==> src/design/ircms_pkg.sv <==
`timescale 1ns / 1ps
// shared types and constants of the ir carrier mark/space sender
package ircms_pkg;

    localparam int DurationBits = 16;
    localparam int FreqBits     = 20;
    localparam int DutyBits     = 7;
    localparam int OffsetBits   = 8;
    localparam int PulseBits    = 16;
    localparam int DivNBits     = 27;
    localparam int DivDBits     = 20;
    localparam int DivCntBits   = 5;
    localparam int RecipBits    = 26;
    localparam int DutyShift    = 32;

    localparam logic [DutyBits-1:0]   DUTY_FULL   = 7'd100;
    localparam logic [FreqBits-1:0]   KHZ_LIMIT   = 20'd1000;
    localparam logic [9:0]            KHZ_SCALE   = 10'd1000;
    localparam logic [FreqBits:0]     ONE_MHZ     = 21'd1000000;
    localparam logic [PulseBits-1:0]  PULSE_MAX   = 16'hFFFF;
    // multiply and shift right by DutyShift to divide by 100, exact below 2^27
    localparam logic [RecipBits-1:0]  DUTY_RECIP  = 26'd42949673;

    localparam int AddrBits = 5;
    localparam logic [2:0] REG_FREQ   = 3'd0;
    localparam logic [2:0] REG_DUTY   = 3'd1;
    localparam logic [2:0] REG_MOD_EN = 3'd2;
    localparam logic [2:0] REG_INVERT = 3'd3;
    localparam logic [2:0] REG_OFFSET = 3'd4;

    localparam logic [1:0] OP_TICK  = 2'd0;
    localparam logic [1:0] OP_PUSH  = 2'd1;
    localparam logic [1:0] OP_START = 2'd2;

    typedef enum logic [1:0] {
        CMD_TICK,
        CMD_PUSH,
        CMD_START,
        CMD_NOP
    } t_cmd;

    typedef enum logic [1:0] {
        BK_IDLE,
        BK_DIV_PERIOD,
        BK_MULT,
        BK_DIV_DUTY
    } t_back_state;

    typedef struct packed {
        logic [1:0]              opcode;
        logic [DurationBits-1:0] duration;
    } t_in_item;

    typedef struct packed {
        logic                 pin_level;
        logic                 busy_res;
        logic                 accepted;
        logic                 in_mark;
        logic [PulseBits-1:0] pulse_count;
    } t_out_res;

    typedef struct packed {
        t_cmd                    cmd;
        logic [DurationBits-1:0] duration;
    } t_cmd_entry;

    typedef struct packed {
        logic [FreqBits-1:0]          freq;
        logic [DutyBits-1:0]          duty;
        logic                         mod_en;
        logic                         invert;
        logic signed [OffsetBits-1:0] offset;
    } t_cfg;

endpackage

==> src/design/ircms_queue.sv <==
`timescale 1ns / 1ps
// short command queue between the front stage and the execution back end
module ircms_queue #(
    parameter int DEPTH = 4
) (
    input  logic                  i_clk,
    input  logic                  i_rst_n,
    input  logic                  i_push,
    input  ircms_pkg::t_cmd_entry i_entry,
    output logic                  o_full,
    input  logic                  i_pop,
    output logic                  o_valid,
    output ircms_pkg::t_cmd_entry o_entry
);
    import ircms_pkg::*;

    localparam int PtrBits = (DEPTH > 1) ? $clog2(DEPTH) : 1;
    localparam int CntBits = $clog2(DEPTH + 1);
    localparam logic [PtrBits-1:0] LastPtr = PtrBits'(DEPTH - 1);
    localparam logic [CntBits-1:0] FullCnt = CntBits'(DEPTH);

    t_cmd_entry         r_mem [DEPTH];
    logic [PtrBits-1:0] r_wr_ptr;
    logic [PtrBits-1:0] r_rd_ptr;
    logic [CntBits-1:0] r_count;
    logic               do_push;
    logic               do_pop;

    assign o_full  = (r_count == FullCnt);
    assign o_valid = (r_count != '0);
    assign o_entry = r_mem[r_rd_ptr];
    assign do_push = i_push && !o_full;
    assign do_pop  = i_pop && o_valid;

    always_ff @(posedge i_clk) begin
        if (!i_rst_n) begin
            r_wr_ptr <= '0;
            r_rd_ptr <= '0;
            r_count  <= '0;
        end else begin
            if (do_push) begin
                r_wr_ptr <= (r_wr_ptr == LastPtr) ? '0 : r_wr_ptr + 1'b1;
            end
            if (do_pop) begin
                r_rd_ptr <= (r_rd_ptr == LastPtr) ? '0 : r_rd_ptr + 1'b1;
            end
            if (do_push && !do_pop) begin
                r_count <= r_count + 1'b1;
            end else if (do_pop && !do_push) begin
                r_count <= r_count - 1'b1;
            end
        end
    end

    always_ff @(posedge i_clk) begin
        if (do_push) begin
            r_mem[r_wr_ptr] <= i_entry;
        end
    end

endmodule

==> config.mk <==
export PLATFORM = sky130hd
export DESIGN_NAME = ircms_queue
export DESIGN_NICKNAME = d
export VERILOG_FILES = /design/src/design/ircms_pkg.sv /design/src/design/ircms_queue.sv
export SDC_FILE = /design/constraint.sdc
export NUM_CORES = 1
export LEC_CHECK = 0
export BUFFER_PORTS_ARGS = -buffer_cell sky130_fd_sc_hd__buf_4
export CORE_ASPECT_RATIO = 1.25
export CORE_MARGIN = 2
export CORE_UTILIZATION = 45
export CTS_CLUSTER_DIAMETER = 200
export CTS_CLUSTER_SIZE = 24
export DETAILED_ROUTE_END_ITERATION = 12
export GPL_TIMING_DRIVEN = 0
export HOLD_SLACK_MARGIN = 0.12
export PLACE_DENSITY_LB_ADDON = 0.08
export SYNTH_ARGS = -nofsm -noshare
export SYNTH_HDL_FRONTEND = slang
export SYNTH_SLANG_ARGS = --single-unit
export TNS_END_PERCENT = 50
==> constraint.sdc <==
create_clock -name i_clk -period 2.37 [get_ports i_clk]
set_input_delay 0 -clock i_clk [delete_from_list [all_inputs] [get_ports i_clk]]
set_output_delay 0 -clock i_clk [all_outputs]
set_load 0.005 [all_outputs]
Word level (Yosys, flattened, before mapping)
Memory sizes are Yosys's and may differ from the RTL's. A register that Yosys moved wholly into a read port is not among the register bits.
Cells that the tools add are included.
{"block": "op_classes", "addsub": 4, "n_eq_ne": 3, "n_mux": 8, "n_reduce_logical": 9}
{"op": "$mux 2", "n": 4}
{"op": "$mux 3", "n": 2}
{"op": "$add 2x1->2 const B", "n": 2}
{"op": "$eq 2x2->1 const B", "n": 2}
{"op": "$logic_and 1x1->1", "n": 4}
{"op": "$add 3x1->3 const B", "n": 1}
{"op": "$eq 3x3->1 const B", "n": 1}
{"op": "$logic_not 1->1", "n": 3}
{"op": "$reduce_bool 3->1", "n": 1}
{"op": "$sub 3x1->3 const B", "n": 1}
{"op": "$mux 1", "n": 2}
{"op": "$reduce_bool 2->1", "n": 1}
{"block": "totals", "output_inout_bits": 20, "reg_bits": 7, "mem_count": 1, "elab_cells": 28, "mem_bits_rw": 72, "input_bits": 22}
{"memory": "r_mem", "words": 4, "word_bits": 18, "read_ports": 1, "rd_ports_with_merged_regs": 1, "write_ports": 1, "line_no": "ircms_queue.sv:22", "text": "t_cmd_entry r_mem [DEPTH];"}

Depth between registers and ports, before layout
{"block": "depth", "word_depth": 7, "ltp_mapped": 9, "ltp_nobuf": 8}

Worst setup path after synthesis
Ideal clock, no wire load.
{"block": "synth_timing", "path_kind": "register to register", "startpoint": "reg r_count[0]", "endpoint": "reg r_count[2]", "path_buffers": 0, "setup_ns": 0.076, "path_stages_with_launch": 8, "arrival_time_ns": 2.014, "path_slack_ns": 0.281, "synth_period_minus_slack_ns": 2.089, "required_ns": 2.294, "cell_sequence": "dfxtp_1 o31ai_1 ha_1 inv_1 fa_1 xor2_1 or3_1 a21boi_0"}
{"block": "synth_between", "elab_chain_len": 6, "elab_cells_between_ends": 14, "classes_between": "add/sub (2); eq/ne (1); mux (2); reduce/logical (9)"}
{"element": "from (decl)", "line_no": "ircms_queue.sv:25", "text": "logic [CntBits-1:0] r_count;"}
{"element": "from (signal assigned)", "line_no": "ircms_queue.sv:48", "text": "r_count <= r_count + 1'b1;"}
{"element": "from (signal assigned)", "line_no": "ircms_queue.sv:50", "text": "r_count <= r_count - 1'b1;"}
{"element": "parallel branches: the longest is 6 deep, another holds $sub 3x1->3"}
Several ways; the timed one is not identified. The select of a mux whose other input is x is not followed.
A chain may end at the register's enable or synchronous reset.

Worst setup path in the final report
{"block": "layout_timing", "startpoint": "reg r_count[2]", "endpoint": "reg r_count[2]"}
{"block": "layout_between", "elab_chain_len": 6, "elab_cells_between_ends": 14, "classes_between": "add/sub (2); eq/ne (1); mux (2); reduce/logical (9)"}
{"element": "$eq 3x3->1 (*)", "line_no": "ircms_queue.sv:29", "text": "assign o_full = (r_count == FullCnt);"}
{"element": "$logic_not 1->1 (*)", "line_no": "ircms_queue.sv:32", "text": "assign do_push = i_push && !o_full;"}
{"element": "$logic_and 1x1->1 (*)", "line_no": "ircms_queue.sv:32"}
{"element": "net do_push", "line_no": "ircms_queue.sv:26", "text": "logic do_push;"}
{"element": "$logic_not 1->1", "line_no": "ircms_queue.sv:49", "text": "end else if (do_pop && !do_push) begin"}
{"element": "$logic_and 1x1->1", "line_no": "ircms_queue.sv:49"}
{"element": "$reduce_bool 2->1 (no line)"}
Mark *: on every way through the listed nets, which the timed path passes. The rest lies on a longest branch. The select of a mux whose other input is x is not followed.

==> key figures <==
Logic synthesis
  – Synthesized cell area: 3120 µm²
  – Synth cell types: 24
  – Yosys synthesis warning count: 0
  – Post-synth top area cell: edfxtp_1
  – Seq/Total Area, Yosys: 75.1%
  – Largest cells by area after synthesis: edfxtp_1 (69%), mux4_2 (7.2%), mux4_1 (6.7%)
  – Top-area cell type share of the netlist area: 69.3%
  – Instance count of the mapped netlist: 145
  – Number of synthesized register bits: 81
  – Syn nets: 174
  – Mapped Avg Cell Area: 21.5 µm²

Route
  – Initial detailed-routing violation count: 124
  – Post-Route WL: 5510 µm
  – # DRC: 0
  – WL/cell: 17.8 µm
  – Vias post-DR: 1585
  – ANT nets after route: 0
  – Drt pass-1 iters: 5
  – Via density: 5.11

Final layout
  – Reg area: 2340 µm²
  – Final #Nets: 247
  – Share of layout cells above drive strength 1: 34.1%
  – Diode count: 0
  – Final Cell Area: 3980 µm²
  – FILL cells: 514
  – Multi-input logic area: 731 µm²
  – Layout Utilization: 59.9%
  – Syn-to-layout area delta: 27.6%

Critical path
  – Crit. End Element: flip-flop
  – Startpoint types: flip-flop
  – CP arrival: 2.47 ns
  – R2r setup slk: 0.16 ns
  – CP Max Fanout: 7
  – CP required: 2.63 ns
  – CP Class: reg2reg

Power and ir drop
  – Total power after layout: 3.90 mW
  – Combinational share of power: 25.1%
  – Sequential fraction of design power: 47.0%
  – Sw Share: 25.3%
  – Internal: 2.91 mW
  – Sw power: 0.984 mW
  – Power Dens Cells: 978 nW/µm²
  – VDD IR max: 0.000604 V
  – Pleak: 1.43 nW
  – Clk pwr share: 28.0%

CTS
  – Clk pin slew, worst setup/hold paths: 0.08 ns
  – H-tree depth: 3
  – Clock root buffer: clkbuf_8
  – CTS Sinks: 81
  – Latest clock arrival within the worst-skew pair: 0.34 ns
  – CTS max path bufs: 2
  – Total CTS buffers: 9
  – CTS tree: done

GRT
  – Met3 Usage GRT: 3.90%
  – Met1 Use GR: 19.8%
  – Most Crowded Layer GR: met2
  – Pin count of the biggest net entering global routing: 19
  – Met2 usage: 26.5%
  – Total GRT Usage: 15.8%
  – Antenna violations before repair: 0
  – First-pass GRT wire length: 8780 µm
  – Number of global-route vias before repair: 1710
  – Overflow after GRT: 0

STA
  – Slew @ Worst Pin: 1.01 ns
  – Hold Violations, Final: 0
  – Peak Freq: 452 MHz
  – Final Max Slew Viols: 0
  – Slew headroom: 32.8%
  – Hold slack final: 0.155 ns
  – # setup viols final: 0
  – Clk_skew: 0.0100 ns
  – Period Utilization, post-route: 93.3%
  – RSZ-0062 raised after global routing: no
  – Final min period: 2.21 ns

Floorplan
  – Die X: 78.5 µm
  – IO Pins: 42
  – Standard-cell rows: 33
  – DIE AREA: 7620 µm²
  – Die Y: 97.1 µm
  – Core ar.: 6650 µm²
  – Initial Util: 46.9%

Place
  – Number of port buffers: 41
  – Gpl congestion: 0.645
  – DP Wirelength: 3470 µm
  – Placed cell areas: 3540 µm²

Outcome
  – Status: completed

Hold path
  – Worst hold-check path type: in2reg

Run
  – Max_cap viols: 0
-- worst max-delay path, cell delays in order (launching register included) --
cell      delay, ns
dfxtp_1        0.36
nor3b_2        0.18
nor2b_1        0.10
buf_2          0.19
ha_1           0.21
inv_1          0.06
fa_1           0.38
xor2_1         0.16
or3_1          0.32
a21boi_0       0.19
-- cell usage after synthesis --
cell type and n:
a21boi_0 1, and2_1 5, buf_12 1, buf_2 3
buf_6 1, clkbuf_1 1, dfxtp_1 9, edfxtp_1 72
fa_1 1, ha_1 6, inv_1 3, mux2i_1 3
mux4_1 8, mux4_2 10, nand2_1 6, nand3_1 2
nor2_1 2, nor2b_1 2, nor3b_2 1, o21ai_0 3
o31ai_1 1, or3_1 2, xnor2_1 1, xor2_1 1
-- flip-flops by register name (all words and copies together) (netlist names), named ones only --
signal	cells
r_rd_ptr	2
r_mem	72
r_wr_ptr	2
r_count	3
-- placed cells by master (no fill, tap or decap), types with 3 or more instances in the layout --
cell,instances
ha_1,6
inv_1,3
mux4_1,8
mux4_2,10
dlygate4sd3_1,21
buf_4,41
and2_1,5
mux2i_1,3
o21ai_0,3
edfxtp_1,72
buf_2,3
nand2_1,6
dfxtp_1,7
clkbuf_8,9
-- power by group through the flow --
stage	clock, mW	combinational (mW)	sequential [mW]
global placement	0	0.934	1.84
detailed placement	0	0.965	1.85
floorplan	0	0.572	1.83
global route	1.16	1.07	1.85
finish	1.09	0.976	1.83
CTS	1.10	0.997	1.82
-- kinds of logic (layout without fill, tap and decap cells) --
kind of cell | after synthesis | count (layout) | synth area share (%)
xor gates and xnor gates | 2 | 2 | 0.561
buffers and inverters | 9 | 87 | 1.96
AOI/OAI and AO/OA | 5 | 5 | 0.962
DFF | 81 | 81 | 75.1
adders and majority gates | 7 | 7 | 3.05
muxes | 21 | 21 | 14.9
and+or+nand+nor | 20 | 20 | 3.49
-- final cells by class --
type                    instances  area share [%]
inverters                       3           0.283
clock inverters                 7            2.39
clock buffers                   9            3.11
flip-flops and latches         81            58.9
well taps                      87            2.73
repair buffers                 62            13.0
multi-input cells              55            18.3
plain buffers                   6            1.26
-- what timing repair did --
item | 4_1_cts | 5_1_grt
buffers inserted | 0 | 0
endpoints found under the hold margin | 76 | 0
hold buffers | 21 | 0
endpoints found under the setup margin | 1 | 1
gates resized for setup | 1 | 3
-- final timing paths --
check,startpoint,to,cells past startpoint
max,r_count[2]$_SDFFE_PN0P_,r_count[2]$_SDFFE_PN0P_,9
min,i_push,r_wr_ptr[1]$_SDFFE_PN0P_,4
max reg2reg,r_count[2]$_SDFFE_PN0P_,r_count[2]$_SDFFE_PN0P_,9
min reg2reg,r_wr_ptr[1]$_SDFFE_PN0P_,r_wr_ptr[1]$_SDFFE_PN0P_,2
-- metal layers --
layer  up-vias  share of wire (%)
met5         -                  0
met4         0                1.5
met3         8                4.1
met2        44                 53
met1       805                 41
li1        728                  -
-- stage by stage --
step	setup WS, ns	TNS (ns)	std cells
2_1_floorplan	0.281	0	145
3_5_place_dp	-0.00412	-0.00412	273
5_1_grt	0.0137	0	310
4_1_cts	0.0860	0	310
6_report	0.158	0	310
3_3_place_gp	0.163	0	273
No activity file was read; power rests on OpenSTA's default activity.
