File: config.mk
export PLATFORM = sky130hd
export DESIGN_NAME = ircms_front
export DESIGN_NICKNAME = d
export VERILOG_FILES = /design/src/design/ircms_pkg.sv /design/src/design/ircms_front.sv
export SDC_FILE = /design/constraint.sdc
export NUM_CORES = 1
export LEC_CHECK = 0
export ABC_AREA = 1
export BUFFER_PORTS_ARGS = -buffer_cell sky130_fd_sc_hd__buf_2
export CAP_MARGIN = 10
export CORE_AREA = 2 2 43 45
export CTS_CLUSTER_SIZE = 10
export DETAILED_ROUTE_END_ITERATION = 8
export DIE_AREA = 0 0 45 47
export PLACE_DENSITY = 0.73
export SETUP_SLACK_MARGIN = 0.02
export SYNTH_ARGS = -nofsm -noshare
export SYNTH_HDL_FRONTEND = slang
export SYNTH_SLANG_ARGS = --single-unit
File: constraint.sdc
create_clock -name i_clk -period 2.2 [get_ports i_clk]
set_clock_uncertainty 0.15 [all_clocks]
set_input_delay 0.44 -clock i_clk [delete_from_list [all_inputs] [get_ports i_clk]]
set_output_delay 0.44 -clock i_clk [all_outputs]
set_load 0.02 [all_outputs]
File: src/design/ircms_pkg.sv
`timescale 1ns / 1ps
// shared types and constants of the ir carrier mark/space sender
package ircms_pkg;

    localparam int DurationBits = 16;
    localparam int FreqBits     = 20;
    localparam int DutyBits     = 7;
    localparam int OffsetBits   = 8;
    localparam int PulseBits    = 16;
    localparam int DivNBits     = 27;
    localparam int DivDBits     = 20;
    localparam int DivCntBits   = 5;
    localparam int RecipBits    = 26;
    localparam int DutyShift    = 32;

    localparam logic [DutyBits-1:0]   DUTY_FULL   = 7'd100;
    localparam logic [FreqBits-1:0]   KHZ_LIMIT   = 20'd1000;
    localparam logic [9:0]            KHZ_SCALE   = 10'd1000;
    localparam logic [FreqBits:0]     ONE_MHZ     = 21'd1000000;
    localparam logic [PulseBits-1:0]  PULSE_MAX   = 16'hFFFF;
    // multiply and shift right by DutyShift to divide by 100, exact below 2^27
    localparam logic [RecipBits-1:0]  DUTY_RECIP  = 26'd42949673;

    localparam int AddrBits = 5;
    localparam logic [2:0] REG_FREQ   = 3'd0;
    localparam logic [2:0] REG_DUTY   = 3'd1;
    localparam logic [2:0] REG_MOD_EN = 3'd2;
    localparam logic [2:0] REG_INVERT = 3'd3;
    localparam logic [2:0] REG_OFFSET = 3'd4;

    localparam logic [1:0] OP_TICK  = 2'd0;
    localparam logic [1:0] OP_PUSH  = 2'd1;
    localparam logic [1:0] OP_START = 2'd2;

    typedef enum logic [1:0] {
        CMD_TICK,
        CMD_PUSH,
        CMD_START,
        CMD_NOP
    } t_cmd;

    typedef enum logic [1:0] {
        BK_IDLE,
        BK_DIV_PERIOD,
        BK_MULT,
        BK_DIV_DUTY
    } t_back_state;

    typedef struct packed {
        logic [1:0]              opcode;
        logic [DurationBits-1:0] duration;
    } t_in_item;

    typedef struct packed {
        logic                 pin_level;
        logic                 busy_res;
        logic                 accepted;
        logic                 in_mark;
        logic [PulseBits-1:0] pulse_count;
    } t_out_res;

    typedef struct packed {
        t_cmd                    cmd;
        logic [DurationBits-1:0] duration;
    } t_cmd_entry;

    typedef struct packed {
        logic [FreqBits-1:0]          freq;
        logic [DutyBits-1:0]          duty;
        logic                         mod_en;
        logic                         invert;
        logic signed [OffsetBits-1:0] offset;
    } t_cfg;

endpackage

File: src/design/ircms_front.sv
`timescale 1ns / 1ps
// front stage: takes input items and classifies the opcode into a command
module ircms_front (
    input  logic                  i_clk,
    input  logic                  i_rst_n,
    input  logic                  i_valid,
    input  ircms_pkg::t_in_item   i_item,
    output logic                  o_stall,
    output logic                  o_push,
    output ircms_pkg::t_cmd_entry o_entry,
    input  logic                  i_q_full
);
    import ircms_pkg::*;

    logic       r_valid;
    t_cmd_entry r_entry;
    t_cmd       n_cmd;
    logic       accept;

    assign o_stall = r_valid && i_q_full;
    assign accept  = i_valid && !o_stall;
    assign o_push  = r_valid && !i_q_full;
    assign o_entry = r_entry;

    always_comb begin
        unique case (i_item.opcode)
            OP_TICK:  n_cmd = CMD_TICK;
            OP_PUSH:  n_cmd = CMD_PUSH;
            OP_START: n_cmd = CMD_START;
            default:  n_cmd = CMD_NOP;
        endcase
    end

    always_ff @(posedge i_clk) begin
        if (!i_rst_n) begin
            r_valid <= 1'b0;
        end else if (accept) begin
            r_valid <= 1'b1;
        end else if (o_push) begin
            r_valid <= 1'b0;
        end
    end

    always_ff @(posedge i_clk) begin
        if (accept) begin
            r_entry.cmd      <= n_cmd;
            r_entry.duration <= i_item.duration;
        end
    end

endmodule

# After elaboration in Yosys (flattened, before gate mapping)
# Index checks and enable logic that the tools add are counted.
# W data, S select, Z words.
# word_totals
regBits	19
rom_bits	0
ramBits	0
latchBits	0
memories	0
output_inout_bits	20
wordCells	15
# classes
n_lt_le_gt_ge	0
shifts	0
n_eq_ne	2
addsub	0
n_mux	3
multipliers	0
n_div	0
bitwise	0
n_reduce_logical	7
# ops
operator	count
$pmux W2 S3	1
$logic_and A1 B1 Y1	3
$eq A2 B1 Y1 const B	1
$eq A2 B2 Y1 const B	1
$logic_not A1 Y1	2
$logic_not A2 Y1	1
$mux W1	2
$reduce_bool A2 Y1	1

# Logic depth before layout (Yosys ltp)
# Gate-level depths: netlist of the first run.
# logic_depth
depth_word	4
ltp_mapped	3
ltp_nobuf	3

# Worst setup path before layout of the first run
# OpenSTA, ideal clock, no wires.
# synth_path
path_kind	in2reg
from	in i_q_full
to	reg r_entry (netlist bit o_entry[0]), enable pin
setup_ps	393
t_required_ps	1657
arrival_ps	1367
path_slack_ps	290
stages	3
cell_sequence	nand2_2 inv_2 nor2_1
# synth_via
elab_chain_cells	3
# synth_lines
item	line_no	rtl
start, declared	ircms_front.sv:11	input logic i_q_full
$logic_and A1 B1 Y1	ircms_front.sv:20	assign o_stall = r_valid && i_q_full;
named net o_stall	ircms_front.sv:8	output logic o_stall,
$logic_not A1 Y1	ircms_front.sv:21	assign accept = i_valid && !o_stall;
$logic_and A1 B1 Y1	ircms_front.sv:21	
named net accept	ircms_front.sv:18	logic accept;
end, declared	ircms_front.sv:16	t_cmd_entry r_entry;
# The timed path passes the listed nets, and every way through them passes these cells.
# A chain may end at the register's enable or synchronous reset.

# Worst setup path after layout of the first run
# layout_path
from	reg r_valid
to	out o_push
# layout_via
elab_chain_cells	1
# layout_lines
item	line_no	rtl
start, declared	ircms_front.sv:15	logic r_valid;
start signal, assigned	ircms_front.sv:36	r_valid <= 1'b0;
start signal, assigned	ircms_front.sv:38	r_valid <= 1'b1;
start signal, assigned	ircms_front.sv:40	r_valid <= 1'b0;
$logic_and A1 B1 Y1	ircms_front.sv:22	assign o_push = r_valid && !i_q_full;
end, declared	ircms_front.sv:9	output logic o_push,
# Every way passes these cells.

==> impl_metrics.tcl, run 1 <==
set metrics [dict create \
    status "finished clean" \
    total_power_uw 669.1 \
    pwr_density_cell_nw_per_um2 778.4 \
    clk_pin_slew_worst_paths_ns 0.10 \
    antenna_cells 0 \
    met1_length_um 444 \
    fillers 144 \
    numPortBuffers 41 \
    htreeDepth 1 \
    grtUsageTotal 0.1084 \
    areaGrowthSynthToFinish_pct 41.94 \
    r2r-start "r_valid$_SDFFE_PN0P_" \
    post-dp-hpwl_um 834.2 \
    cp.buffers_inverters 2 \
    cpMaxStageDelayCell "dfxtp_1" \
    synth-seq-cells 19 \
    layout-drive-gt1-share 0.6712 \
    worstHoldStart "i_item[5]" \
    dr_wl_met2_um 456 \
    final_antenna_net_count 0 \
    slowest_delay_ns 0.37 \
    drc 0 \
    overflow 0 \
    crit_required_ns 1.61 \
    syn_nets 51 \
    top_layer "met3" \
    cts-resized-gates 0 \
    seqCellArea_um2 560.5 \
    grt_pass1_wl_um 1518 \
    slew_headroom 0.8535 \
    rr_endpoint "o_entry[12]$_DFFE_PP_" \
    max_cap_violations 0 \
    vias_per_cell 4.333 \
    multi_input_area_um2 22.52 \
    ys_types 8 \
    min_period_over_period 0.6929 \
    coreArea_um2 1652 \
    wirelength_um 1089 \
    num_rows 15 \
    finalNetCount 96 \
    cts_buffer_depth 2 \
    dieArea_um2 2115 \
    antenna_found_initial 0 \
    wl_met3_um 188 \
    slew_viol_final 0 \
    clock.fmax_ghz 0.6560 \
    period_needed_ns 1.524 \
    vias 390 \
    worstMarginPinSlew_ns 0.2198 \
    synth_area_um2 605.6 \
    critical_path_peak_fanout 2 \
    ff2ff_setup_slack_ns 0.97 \
    die_y_um 47 \
    ctsHoldBuffers 0 \
    cts_tree "done" \
    routedWlPerCell_um 12.10 \
    min_to "o_entry[5]$_DFFE_PP_" \
    path_class "reg2out" \
    worstPathArrival_ns 0.93 \
    critPathCaptureType "primary output" \
    grt_pass1_vias 350 \
    yosys_warnings 0 \
    clock_sinks 19 \
    reg2regPathDepth 4 \
    setup_viol 0 \
    ios 42 \
    syn_inst 29 \
    hold_viol 0 \
    cts_made_buffers 3 \
    initial_core_util 0.3667 \
    clockRootBuffer "clkbuf_4" \
    holdPathStages 1 \
    drt_pass1_iterations 2 \
    place_congestion 0.6271 \
    postCtsSetupBuffers 0 \
    leakagePower_nw 0.3968 \
    startpoint_type "register" \
    min_path_type "in2reg" \
    dieWidth_um 45 \
    synth_area_per_cell_um2 20.88 \
    grt_setup_unrepaired "false" \
    tns_ns 0 \
    ys_seq_area_frac 0.9256 \
    drt_iter0_drc 3 \
    peakVddDrop_mv 0.4142 \
    crit_start "r_valid$_SDFFE_PN0P_" \
    critical-path-top-delay-family "flip-flops" \
    insertion_delay_ns 0.28 \
    crit_chain "inv_1 -> nor2_1 -> buf_2" \
    grt_max_degree 19 \
]
cells in the final DEF (no fill, tap or decap):
cell type | synthesis | layout
nor2_1 | 2 | 2
buf_4 | 0 | 1
buf_2 | 0 | 41
nand2_2 | 1 | 1
clkinv_2 | 0 | 1
edfxtp_1 | 18 | 18
inv_2 | 1 | 1
inv_1 | 3 | 3
dfxtp_1 | 1 | 1
a21oi_2 | 1 | 1
clkbuf_4 | 0 | 3
layout make-up:
cell class                 count  share of cell area
multi-input combinational      4             0.02620
sequential                    19              0.6521
clock buffer                   3             0.02620
tap                           17             0.02475
clock inverter                 1            0.005822
timing repair buffer          42              0.2475
inverter                       4             0.01747
sequential cells by signal, indices dropped and copies added, names as in the netlist:
signal and flops:
o_entry 18, r_valid 1
routing by layer:
layer  track usage  up-vias
met1        0.1256      164
met4       0.07059        0
met2        0.1657       38
met5             0        -
met3       0.04615        0
li1              -      188
power breakdown:
group | switching, mW | internal (mW) | leakage [nW] | total [mW]
Clock | 0.0974 | 0.0674 | 0.0177 | 0.165
Sequential | 0.00516 | 0.420 | 0.182 | 0.425
Combinational | 0.0492 | 0.0298 | 0.197 | 0.0790
Total | 0.152 | 0.517 | 0.397 | 0.669
Yosys cell counts (all sizes together):
cell type   n  share of area
nor2        2          0.012
edfxtp     18           0.89
clkbuf      2          0.012
dfxtp       1          0.033
nand2       1          0.010
inv         4          0.025
a21oi       1          0.014
metrics by stage:
stage | cell area (um^2) | util | hold WS [ns] | setup WS [ns] | std cells
6_report | 859.6 | 0.5205 | 0.1723 | 0.6757 | 90
5_1_grt | 859.6 | 0.5205 | 0.1450 | 0.6001 | 90
4_1_cts | 859.6 | 0.5205 | 0.1595 | 0.6535 | 90
3_5_place_dp | 832.0 | 0.5038 | 0.3360 | 0.7277 | 86
3_3_place_gp | 832.0 | 0.5038 | 0.3203 | 0.7586 | 86
2_1_floorplan | 605.6 | - | 0.3066 | 0.2903 | 29
worst max path at each step:
stage / end / cells past startpoint
5_1_grt: o_stall / 3
3_5_place_dp: o_entry[3]$_DFFE_PP_ / 5
6_report: o_push / 3
2_1_floorplan: o_entry[0]$_DFFE_PP_ / 3
4_1_cts: o_push / 3
3_3_place_gp: o_entry[10]$_DFFE_PP_ / 5
logic make-up after synthesis:
group                  Yosys count  synth area share
buffers and inverters            6           0.03719
flip-flops                      19            0.9256
AND/OR/NAND/NOR                  3           0.02274
AO/OA/AOI/OAI                    1           0.01447
(Power assumes the default switching activity.)
==> run 2, diff against run 1 <==
ABC_AREA = 0   (was 1)
PLACE_DENSITY = 0.72   (was 0.73)
clock period = 1.5 ns   (was 2.2 ns; I/O delays follow)
==> run 2 against run 1 <==
Clock power up 50%. Critical path depth is 1 lower. Via count increased by 0.77%. Design area rose by 1.5%. Count of clock-buffer cells in the layout unchanged. Synthesized cell count shrank 14%. Sequential share of layout area decreased by 0.94 points. Largest cell class unchanged.
==> impl_metrics.tcl, run 2 <==
set metrics [dict create \
    slowest_delay_ns 0.34 \
    place_congestion 0.6322 \
    status "finished clean" \
    cts_made_buffers 3 \
    slew_headroom 0.9193 \
    synth_area_per_cell_um2 23.92 \
    clk_pin_slew_worst_paths_ns 0.10 \
    post-place-ws_ns 0.1905 \
    seqCellArea_um2 560.5 \
    p_seq_frac 0.626 \
    fin_ws_ns 0.09525 \
    die_y_um 47 \
    vias 393 \
    cpMaxStageDelayCell "dfxtp_1" \
    worstPathArrival_ns 0.95 \
    finalNetCount 92 \
    crit_chain "and2_4 -> buf_2" \
    startpoint_type "register" \
    critPathCaptureType "primary output" \
    ios 42 \
    insertion_delay_ns 0.29 \
    antenna_cells 0 \
    initial_core_util 0.3621 \
    largest_register_ffs 18 \
    grt_pass1_vias 347 \
    path_class "reg2out" \
    synth_area_um2 598.1 \
    fillers 165 \
    final_common_cell "buf_2" \
    clock.fmax_ghz 0.7119 \
    crit_cells 2 \
    peakVddDrop_mv 0.5978 \
    cts_buffer_depth 2 \
    comb_power_share 0.124 \
    synth-seq-cells 19 \
    numPortBuffers 41 \
    wirelength_um 1093 \
    drc 0 \
    synth_flop_cell "edfxtp_1" \
    p_int_uw 766.7 \
    final_cell_mix "buf_2 (41), edfxtp_1 (18), clkbuf_4 (3)" \
    yosysTopAreaCell "edfxtp_1" \
    pwr_density_cell_nw_per_um2 1140 \
    total_power_uw 994.1 \
    areaGrowthSynthToFinish_pct 45.82 \
    dieArea_um2 2115 \
    hold_viol 0 \
    clockRootBuffer "clkbuf_4" \
    vias_per_cell 4.570 \
    min_path_type "in2reg" \
    cts_tree "done" \
    drt_iter0_drc 0 \
    clock_sinks 19 \
    period_needed_ns 1.405 \
    reg2regPathDepth 3 \
    grt_max_degree 19 \
    grt_pass1_wl_um 1462 \
    tns_ns 0 \
    min_period_over_period 0.9365 \
    syn_nets 47 \
    final_antenna_net_count 0 \
    grt_setup_unrepaired "false" \
    cts-resized-gates 0 \
    synth_area_leaders "edfxtp_1 (90%), dfxtp_1 (3.3%), and2_4 (1.5%)" \
    cp.buffers_inverters 1 \
    ys_types 7 \
    synth_edf_count 18 \
    grtUsageTotal 0.1058 \
    swShare 0.2288 \
    leakagePower_nw 0.3939 \
    layout-drive-gt1-share 0.6957 \
    antenna_found_initial 0 \
    crit_required_ns 1.05 \
    holdPathStages 1 \
    ctsHoldBuffers 0 \
    worstMarginPinSlew_ns 0.1218 \
    dieWidth_um 45 \
    synth_most_common_cell "edfxtp_1" \
    ys_seq_area_frac 0.9372 \
    max_cap_violations 0 \
    p_switching_uw 227.4 \
    overflow 0 \
    setup_viol 0 \
    num_rows 15 \
    syn_inst 25 \
    postCtsSetupBuffers 0 \
    yosys.area.top_type_share 0.9038 \
    multi_input_area_um2 37.54 \
    yosys_warnings 0 \
    critical_path_peak_fanout 3 \
    routedWlPerCell_um 12.71 \
    critical-path-top-delay-family "flip-flops" \
    coreArea_um2 1652 \
    synth_common_cells "edfxtp_1 (18), clkbuf_1 (2)" \
    slew_viol_final 0 \
    async_flop_share 0 \
    drt_pass1_iterations 1 \
    pwr-share-clk 0.250 \
    htreeDepth 1 \
]
[run 2: worst reg2reg max path, stage by stage, from the launching register on]
cell and delay, ns:
dfxtp_1 0.32, and2_4 0.15, nor2b_4 0.12, buf_12 0.16
[run 2: power by group through the flow]
stage / registers, mW / logic [mW] / clock network [mW]
2_1_floorplan: 0.674 / 0.0216 / 0
3_3_place_gp: 0.635 / 0.122 / 0
3_5_place_dp: 0.636 / 0.125 / 0
4_1_cts: 0.624 / 0.125 / 0.266
5_1_grt: 0.626 / 0.132 / 0.287
6_report: 0.623 / 0.123 / 0.248
[run 2: cell type report]
| class | count | area share |
|---|---|---|
| Tap cell | 17 | 0.02439 |
| Clock buffer | 3 | 0.02582 |
| Timing Repair Buffer | 42 | 0.2582 |
| Clock inverter | 1 | 0.005739 |
| Sequential cell | 19 | 0.6428 |
| Multi-Input combinational cell | 4 | 0.04304 |
[run 2: kinds of logic after synthesis]
family          after synthesis  share of synthesized area
compound gates                1                    0.01256
buf+inv                       2                    0.01256
flops                        19                     0.9372
simple gates                  3                    0.03767
[run 2: worst paths after layout]
check	from	end	slack, ns
worst min-delay path	i_item[16]	o_entry[16]$_DFFE_PP_	0.02
worst max-delay path	r_valid$_SDFFE_PN0P_	o_stall	0.1
worst min register to register	r_valid$_SDFFE_PN0P_	r_valid$_SDFFE_PN0P_	0.48
worst max register to register	r_valid$_SDFFE_PN0P_	o_entry[12]$_DFFE_PP_	0.32
[run 2: metrics by stage]
step                hold WS [ns]  utilization  std cells  instance area, um^2
global route            0.001129       0.5280         86                872.1
detailed placement        0.3281       0.5114         82                844.6
CTS                     0.009517       0.5280         86                872.1
global placement          0.3265       0.5114         82                844.6
floorplan                 0.2489            -         25                605.6
finish                   0.02379       0.5280         86                872.1
[run 2: layer usage]
layer | vias up | global-route usage | wire length (um)
met5 | - | 0 | 0
met4 | 0 | 0.05294 | 14
met3 | 2 | 0.07308 | 195
met2 | 35 | 0.1743 | 512
li1 | 183 | - | -
met1 | 173 | 0.1003 | 371
==> run 3, diff against run 2 <==
RECOVER_POWER = 100   (was default)
==> run 3 against run 2 <==
Die area unchanged. Critical endpoint unchanged. Setup slack worse by 0.0044 ns. Critical path depth unchanged. Total power down 1.4%. Clock power about the same. Core utilization down 2.3 points. Final cell count unchanged.
==> impl_metrics.tcl, run 3 (synthesis results as in run 2) <==
set metrics [dict create \
    overflow 0 \
    num_rows 15 \
    startpoint_type "register" \
    grt_max_degree 19 \
    slew_headroom 0.7468 \
    fin_cells 86 \
    status "finished clean" \
    rr_endpoint "o_entry[12]$_DFFE_PP_" \
    cp.buffers_inverters 1 \
    peakVddDrop_mv 0.5877 \
    clk_pin_slew_worst_paths_ns 0.10 \
    cts-resized-gates 0 \
    clockRootBuffer "clkbuf_4" \
    max_cap_violations 0 \
    crit_chain "and2_4 -> clkbuf_2" \
    die_y_um 47 \
    place_congestion 0.6322 \
    wl_met3_um 194 \
    drt_iter0_drc 0 \
    dr_wl_met2_um 504 \
    tns_ns 0 \
    min_period_over_period 0.9394 \
    drc 0 \
    ios 42 \
    crit_cells 2 \
    clock_sinks 19 \
    min_path_type "in2reg" \
    clock.fmax_ghz 0.7096 \
    cts_buffer_depth 2 \
    dieWidth_um 45 \
    path_class "reg2out" \
    slowest_delay_ns 0.34 \
    final_cell_mix "buf_2 (22), edfxtp_1 (18), clkbuf_1 (18), clkbuf_4 (3), clkbuf_2 (2)" \
    cts_made_buffers 3 \
    critical-path-top-delay-family "flip-flops" \
    insertion_delay_ns 0.29 \
    antenna_found_initial 0 \
    grt_pass1_vias 347 \
    cp-endpoint "o_stall" \
    worstMarginPinSlew_ns 0.3798 \
    r2r-start "r_valid$_SDFFE_PN0P_" \
    drt_pass1_iterations 1 \
    crit_start "r_valid$_SDFFE_PN0P_" \
    cts_tree "done" \
    critPathCaptureType "primary output" \
    layout-drive-gt1-share 0.4348 \
    antenna_cells 0 \
    period_needed_ns 1.409 \
    leakagePower_nw 0.3381 \
    wirelength_um 1106 \
    pwr_density_cell_nw_per_um2 1174 \
    met1_length_um 392 \
    routedWlPerCell_um 12.86 \
    coreArea_um2 1652 \
    dieArea_um2 2115 \
    setup_viol 0 \
    grt_pass1_wl_um 1462 \
    top_layer "met4" \
    vias_per_cell 4.535 \
    worstPathArrival_ns 0.96 \
    htreeDepth 1 \
    slew_viol_final 0 \
    ctsHoldBuffers 0 \
    reg2regPathDepth 3 \
    final_antenna_net_count 0 \
    areaGrowthSynthToFinish_pct 39.54 \
    initial_core_util 0.3621 \
    hold_viol 0 \
    ff2ff_setup_slack_ns 0.11 \
    numPortBuffers 41 \
    largest_register_ffs 18 \
    finalNetCount 92 \
    postCtsSetupBuffers 0 \
    critical_path_peak_fanout 3 \
    numPlacedInstances 82 \
    crit_required_ns 1.05 \
    grtUsageTotal 0.1058 \
    final_common_cell "buf_2" \
    grt_setup_unrepaired "false" \
    vias 390 \
    cpMaxStageDelayCell "dfxtp_1" \
]
[run 3: cell count changes in the layout (fill, tap and decap cells not counted), sizes merged]
cell | previous run | this run
buf | 42 | 22
clkbuf | 3 | 23
[run 3: where the power goes]
group	internal (mW)	switching (mW)	total [mW]	leakage, nW
sequential	0.616	0.00761	0.624	0.182
combinational	0.0379	0.0710	0.109	0.138
clock	0.0993	0.148	0.247	0.0177
total	0.754	0.227	0.980	0.338
[run 3: metal layers]
metal,GRT usage,vias up
li1,-,182
met1,0.1003,171
met2,0.1743,35
met3,0.07308,2
met4,0.05294,0
met5,0,-
[run 3: layout make-up]
cell class / count / area, um^2
timing repair buffer: 42 / 187.7
sequential: 19 / 560.5
multi-input combinational: 4 / 37.54
clock buffer: 3 / 22.52
tap: 17 / 21.27
clock inverter: 1 / 5.005
fill: 176 / 817.0
[run 3: stage by stage]
stage | setup slack, ns | power [mW] | cell area [um^2] | util | hold slack, ns
after floorplan | 0.1837 | 0.6956 | 605.6 | - | 0.2489
after global placement | 0.2116 | 0.7570 | 844.6 | 0.5114 | 0.3265
after detailed placement | 0.1905 | 0.7605 | 844.6 | 0.5114 | 0.3281
after CTS | 0.07182 | 1.015 | 872.1 | 0.5280 | 0.009517
after global routing | 0.03680 | 1.031 | 834.6 | 0.5053 | 0.001129
final | 0.09084 | 0.9801 | 834.6 | 0.5053 | 0.02470
[run 3: worst min path at each step]
stage	from	endpoint	slack [ns]	cells past startpoint
floorplan	i_item[0]	o_entry[0]$_DFFE_PP_	0.25	0
global placement	i_item[0]	o_entry[0]$_DFFE_PP_	0.33	1
detailed placement	i_item[0]	o_entry[0]$_DFFE_PP_	0.33	1
CTS	i_item[13]	o_entry[13]$_DFFE_PP_	0.01	1
global route	i_item[16]	o_entry[16]$_DFFE_PP_	0.001	1
finish	i_item[2]	o_entry[2]$_DFFE_PP_	0.02	1
